<file path="src/rtl/core/fvpm_pkg.sv">
// ----------------------------------------------------------------------------
// fvpm_pkg
// Shared widths, constants, types and helpers of the flux variation point map.
// ----------------------------------------------------------------------------
package fvpm_pkg;

  localparam int unsigned CORDIC_STAGES_DEF = 24;

  localparam int unsigned DW = 33;  // point minus/plus weight
  localparam int unsigned VW = 40;  // vectoring datapath, four guard bits
  localparam int unsigned AW = 36;  // angle, Q2.30 radians with headroom
  localparam int unsigned MW = 37;  // distance, Q.20
  localparam int unsigned RW = 34;  // rotation datapath, Q2.30
  localparam int unsigned QW = 48;  // ratio r2/r1, Q32.16
  localparam int unsigned SW = 32;  // square root, Q16.16

  localparam int unsigned DIV_LAT  = QW + 2;
  localparam int unsigned SQRT_LAT = SW;

  localparam logic signed [AW-1:0] PI_Q30      = 36'sd3373259426;
  localparam logic signed [AW-1:0] HALF_PI_Q30 = 36'sd1686629713;
  localparam logic signed [RW-1:0] INVK_Q30    = 34'sd652032874;
  localparam logic [23:0]          INVK_Q24    = 24'd10188014;
  localparam logic [MW-1:0]        ONE_Q20     = 37'd1048576;

  localparam logic [29:0] ATAN_TAB [32] = '{
    30'h3243F6A8, 30'h1DAC6705, 30'h0FADBAFC, 30'h07F56EA6, 30'h03FEAB76,
    30'h01FFD55B, 30'h00FFFAAA, 30'h007FFF55, 30'h003FFFEA, 30'h001FFFFD,
    30'h000FFFFF, 30'h0007FFFF, 30'h0003FFFF, 30'h0001FFFF, 30'h0000FFFF,
    30'h00007FFF, 30'h00003FFF, 30'h00001FFF, 30'h00000FFF, 30'h000007FF,
    30'h000003FF, 30'h000001FF, 30'h000000FF, 30'h0000007F, 30'h0000003F,
    30'h0000001F, 30'h0000000F, 30'h00000007, 30'h00000003, 30'h00000001,
    30'h00000000, 30'h00000000
  };

  typedef logic [1:0] reg_idx_t;
  localparam reg_idx_t REG_WEIGHT = 2'd0;
  localparam reg_idx_t REG_SPREAD = 2'd1;

  typedef struct packed {
    logic                 valid;
    logic signed [AW-1:0] ang;
    logic [MW-1:0]        mag;
  } vec_res_t;

  typedef struct packed {
    logic                 valid;
    logic signed [RW-1:0] cos_v;
    logic signed [RW-1:0] sin_v;
  } trig_t;

  function automatic logic signed [AW-1:0] atan_at(logic [4:0] idx);
    return $signed({{(AW-30){1'b0}}, ATAN_TAB[idx]});
  endfunction

  function automatic logic [31:0] sat32(logic signed [35:0] v);
    logic [31:0] r;
    if (v > 36'sd2147483647) begin
      r = 32'h7FFF_FFFF;
    end else if (v < -36'sd2147483648) begin
      r = 32'h8000_0000;
    end else begin
      r = v[31:0];
    end
    return r;
  endfunction

endpackage

</file>
<file path="src/rtl/core/fvpm_sqrt.sv">
// ----------------------------------------------------------------------------
// fvpm_sqrt
// Pipelined integer square root of (q << 16), one root bit a stage.
// ----------------------------------------------------------------------------
module fvpm_sqrt import fvpm_pkg::*; (
  input  logic          clk_i,
  input  logic          rst_ni,
  input  logic          valid_i,
  input  logic [QW-1:0] q_i,
  output logic          valid_o,
  output logic [SW-1:0] root_o
);

  logic          v_q    [SW];
  logic [SW+1:0] rem_q  [SW];
  logic [SW-1:0] root_q [SW];
  logic [QW-1:0] n_q    [SW];

  logic          src_v    [SW];
  logic [SW+1:0] src_rem  [SW];
  logic [SW-1:0] src_root [SW];
  logic [QW-1:0] src_n    [SW];
  logic [SW+3:0] t_c      [SW];
  logic [SW+3:0] trial_c  [SW];
  logic          ge_c     [SW];

  always_comb begin
    src_v[0]    = valid_i;
    src_rem[0]  = '0;
    src_root[0] = '0;
    src_n[0]    = q_i;
    for (int i = 1; i < SW; i++) begin
      src_v[i]    = v_q[i-1];
      src_rem[i]  = rem_q[i-1];
      src_root[i] = root_q[i-1];
      src_n[i]    = n_q[i-1];
    end
    for (int i = 0; i < SW; i++) begin
      t_c[i]     = {src_rem[i], src_n[i][QW-1:QW-2]};
      trial_c[i] = (SW+4)'({src_root[i], 2'b01});
      ge_c[i]    = t_c[i] >= trial_c[i];
    end
  end

  always_ff @(posedge clk_i or negedge rst_ni) begin
    if (!rst_ni) begin
      for (int i = 0; i < SW; i++) v_q[i] <= 1'b0;
    end else begin
      for (int i = 0; i < SW; i++) v_q[i] <= src_v[i];
    end
  end

  always_ff @(posedge clk_i) begin
    for (int i = 0; i < SW; i++) begin
      rem_q[i]  <= ge_c[i] ? (SW+2)'(t_c[i] - trial_c[i]) : (SW+2)'(t_c[i]);
      root_q[i] <= {src_root[i][SW-2:0], ge_c[i]};
      n_q[i]    <= {src_n[i][QW-3:0], 2'b00};
    end
  end

  assign valid_o = v_q[SW-1];
  assign root_o  = root_q[SW-1];

endmodule

</file>
<file path="config.mk">
export PLATFORM = sky130hd
export DESIGN_NAME = fvpm_sqrt
export DESIGN_NICKNAME = d
export VERILOG_FILES = /design/src/rtl/core/fvpm_pkg.sv /design/src/rtl/core/fvpm_sqrt.sv
export SDC_FILE = /design/constraint.sdc
export NUM_CORES = 2
export LEC_CHECK = 0
export BUFFER_PORTS_ARGS = -buffer_cell sky130_fd_sc_hd__clkbuf_2
export CAP_MARGIN = 0
export CORE_MARGIN = 8
export CORE_UTILIZATION = 46
export DETAILED_ROUTE_END_ITERATION = 16
export GPL_ROUTABILITY_DRIVEN = 1
export SYNTH_ARGS = -nofsm -noshare
export SYNTH_HDL_FRONTEND = slang
export SYNTH_SLANG_ARGS = --single-unit
</file>
<file path="constraint.sdc">
create_clock -name clk_i -period 5.18 [get_ports clk_i]
set_clock_uncertainty 0.2 [all_clocks]
set_input_delay 0 -clock clk_i [delete_from_list [all_inputs] [get_ports clk_i]]
set_output_delay 0 -clock clk_i [all_outputs]
set_load 0.01 [all_outputs]
</file>
==> metrics.md <==
| Metric | Value |
|---|---|
| Crit path DAT | ~4.9 ns |
| Post-synthesis adder-cell area fraction | 0.0839 |
| Largest family of logic cells by synthesized area | simple AND/OR/NAND/NOR gates |
| RSZ-0062 raised after global routing | false |
| Slew @ Worst Pin | around 1.1 ns |
| Total area of sequential cells | between 40,000 and 50,000 µm² |
| DR vias | between 50,000 and 60,000 |
| Final hold slack | 0.115 ns |
| Yosys reg bits | 2,108 |
| Starting Density | 0.462 |
| Critical path class | register to register |
| Worst setup SP type | register |
| CP max stage delay | 0.55 ns |
| Synth Area in XOR/XNOR | 0.0848 |
| Compound-Gate Fraction of Synth Area | 0.130 |
| Post-synthesis average cell area | 9.83 µm² |
| Drt wl/cell | between 15 and 20 µm |
| Crit-path slowest cell | inv_2 |
| Share of cells above drive strength 1 | 0.0780 |
| Inserted Clock Buffers | ~210 |
| Total Wirelength | 173,000 µm |
| Simple-Gate Fraction of Synth Area | 0.134 |
| Largest cells by area after synthesis | dfxtp_1 50%, ha_1 8.2%, xor2_1 4.4% |
| Max clock buf depth | 3 |
| MaxCap Viol Count | 0 |
| TritonCTS Sinks | about 2,100 |
| Syn. warnings | 0 |
| Starting DRC count in detailed routing | 3,431 |
| First-pass GRT wire length | between 200,000 and 300,000 µm |
| Die area | between 150,000 and 200,000 µm² |
| Dpl ws | between 0.8 and 0.9 ns |
| PortBufs | slightly above 80 |
| Primary FF master, synth | dfxtp_1 |
| Footprint of the multi-input gates | ~37,000 µm² |
| Cells after synthesis | 8,467 |
| Reg2Reg Setup Slack | around 0.79 ns |
| Setup slack after layout | a little under 0.8 ns |
| Cts repair resizes | 0 |
| Final hold vios | 0 |
| Final Max Tran Viols | 0 |
| VDD IR max | 0.373 mV |
| Root Driver | clkbuf_16 |
| HPWL after DPL | 131,000 µm |
| Via density | between 5 and 6 |
| Leak pwr | 44.7 nW |
| CTS tree | built |
| Fill count | around 16,000 |
| Die H | approximately 440 µm |
| Sequential area share after synthesis | 0.509 |
| Mux cell area share after synthesis | 0.0161 |
| Final #Nets | about 9,300 |
| Setup violations, final | 0 |
| GR Overflow Total | 0 |
| Drt drc | 0 |
| Total track usage | 0.174 |
| Post-synth top area cell | dfxtp_1 |
| Setup TNS | 0 ns |
| Worst-path cell chain | ha_1 -> fa_1 -> a211o_1 -> o211ai_1 -> a211oi_1 -> o2111ai_1 -> a21oi_1 -> o211a_1 -> o21a_1 -> nor2_1 -> inv_2 -> mux2_2 |
| Crit path capture type | register |
| Initial antenna violation count | 1 |
| Worst Hold Class | register to register |
| Worst-path clk slew | roughly 0.06 ns |
| Fmax | approximately 230 MHz |
| Minimum clock period | 4.39 ns |
| Outcome | finished clean |
| Post-synthesis cell type count | between 90 and 100 |
| Post-synth top cells | 2,076 x dfxtp_1, 699 x inv_1, 623 x nor2_1, 596 x a21oi_1, 547 x ha_1 |
| Req. time, crit path | around 5.7 ns |
| Largest net degree at the start of global routing | 48 |
| Area added between synthesis and finish | 14.0% |
| Gpl congestion | roughly 0.90 |
| Post-synth EDFFs | 0 |
| Top-area cell type share of the netlist area | 0.499 |
| Row count | around 160 |
| Hold-fix buffers at CTS | 103 |
| I/O pins | 84 |
| Pre-Repair DR Iteration Count | 6 |
| CP max FO | 29 |
| Core area | roughly 180,000 µm² |
| Vias in the first global route | approximately 56,000 |
| Power Dens Cells | roughly 480 nW/µm² |
| Top-count cell post-synth | dfxtp_1 |
| DIE WIDTH | roughly 440 µm |
| Post-Syn Area | between 80,000 and 90,000 µm² |
| Htree depth | 4 |
| Synth Net Count | approximately 9,100 |
| DRT antenna net count | 0 |
| # Post-CTS Setup Buffers | 0 |
| Rel. slew slack | 0.239 |
| Clk_lat worst skew | 0.82 ns |
| Ys async rst share | 0.0152 |
| Period utilization | 0.848 |
==> layer usage <==
metal / global-route usage / vias to the layer above / wire length [µm]
met5: 0 / - / 0
li1: - / 29678 / -
met3: 0.0287 / 239 / 7850
met1: 0.240 / 26551 / 83200
met4: 0.0473 / 0 / 3720
met2: 0.283 / 1005 / 78300
==> where the power goes <==
part / switching, W / internal (W)
registers: 0.00217 / 0.0191
clock network: 0.00627 / 0.0102
logic: 0.00394 / 0.00346
==> metrics by stage <==
stage | instance area, µm² | instances | total power (W) | util
after floorplan | 83200 | 8467 | 0.0267 | -
after detailed placement | 86000 | 10768 | 0.0289 | 0.478
final | 94800 | 11273 | 0.0451 | 0.526
after global routing | 94800 | 11272 | 0.0476 | 0.526
after CTS | 94800 | 11271 | 0.0457 | 0.526
after global placement | 86000 | 10768 | 0.0288 | 0.478
==> registers in the layout (all words and copies together) (netlist names) <==
| signal | count |
|---|---|
| root_q | 528 |
| src_v | 31 |
| valid_o | 1 |
| n_q | 552 |
| rem_q | 996 |
==> logic make-up (layout without fill, tap and decap cells) <==
kind of cell    Yosys count  in the layout
flops                  2108           2108
other cells               1              3
fa+ha+maj               554            554
buf+inv                 889           1323
compound gates         1733           1733
mux                     120            120
simple gates           2256           2256
xor+xnor                806            806
==> placed cells by master (no fill, tap or decap), types with 105 or more instances in the layout <==
cell       count
a21o_1       176
xor2_1       421
ha_1         547
nor2_1       623
nor4_1       126
a21oi_1      596
nand2_1      494
dfxtp_1     2076
clkbuf_16    217
o21ai_0      388
mux2_2       112
o21a_1       118
nor3_1       232
nand3_1      136
xnor2_1      385
inv_1        699
or3_1        105
==> final timing paths <==
kind / start / end / depth (start not counted)
max: rem_q[1][442] / rem_q[1][493] / 12
min: n_q[0][638] / n_q[0][686] / 0
max reg2reg: rem_q[1][442] / rem_q[1][493] / 12
min reg2reg: n_q[0][638] / n_q[0][686] / 0
max in group asynchronous: rst_ni / src_v[6] / 5
min in group asynchronous: rst_ni / src_v[15] / 5
==> worst max-delay path, delay by kind of cell, from the launching register on <==
kind	cells	cell delay, ns
adders and majority gates	2	0.49
buffers and inverters	1	0.55
AOI/OAI and AO/OA	7	2.04
and+or+nand+nor	1	0.15
DFF	1	0.42
muxes	1	0.42
==> cell type report <==
cell class,count,share of cell area
Timing Repair Buffer,220,0.0180
Multi-Input combinational cell,5470,0.394
Sequential cell,2108,0.447
Clock buffer,290,0.0643
Clock inverter,110,0.0174
Inverter,703,0.0278
Antenna cell,2,0.0000528
Tap cell,2370,0.0313
Power figures use the tool's default switching activity.
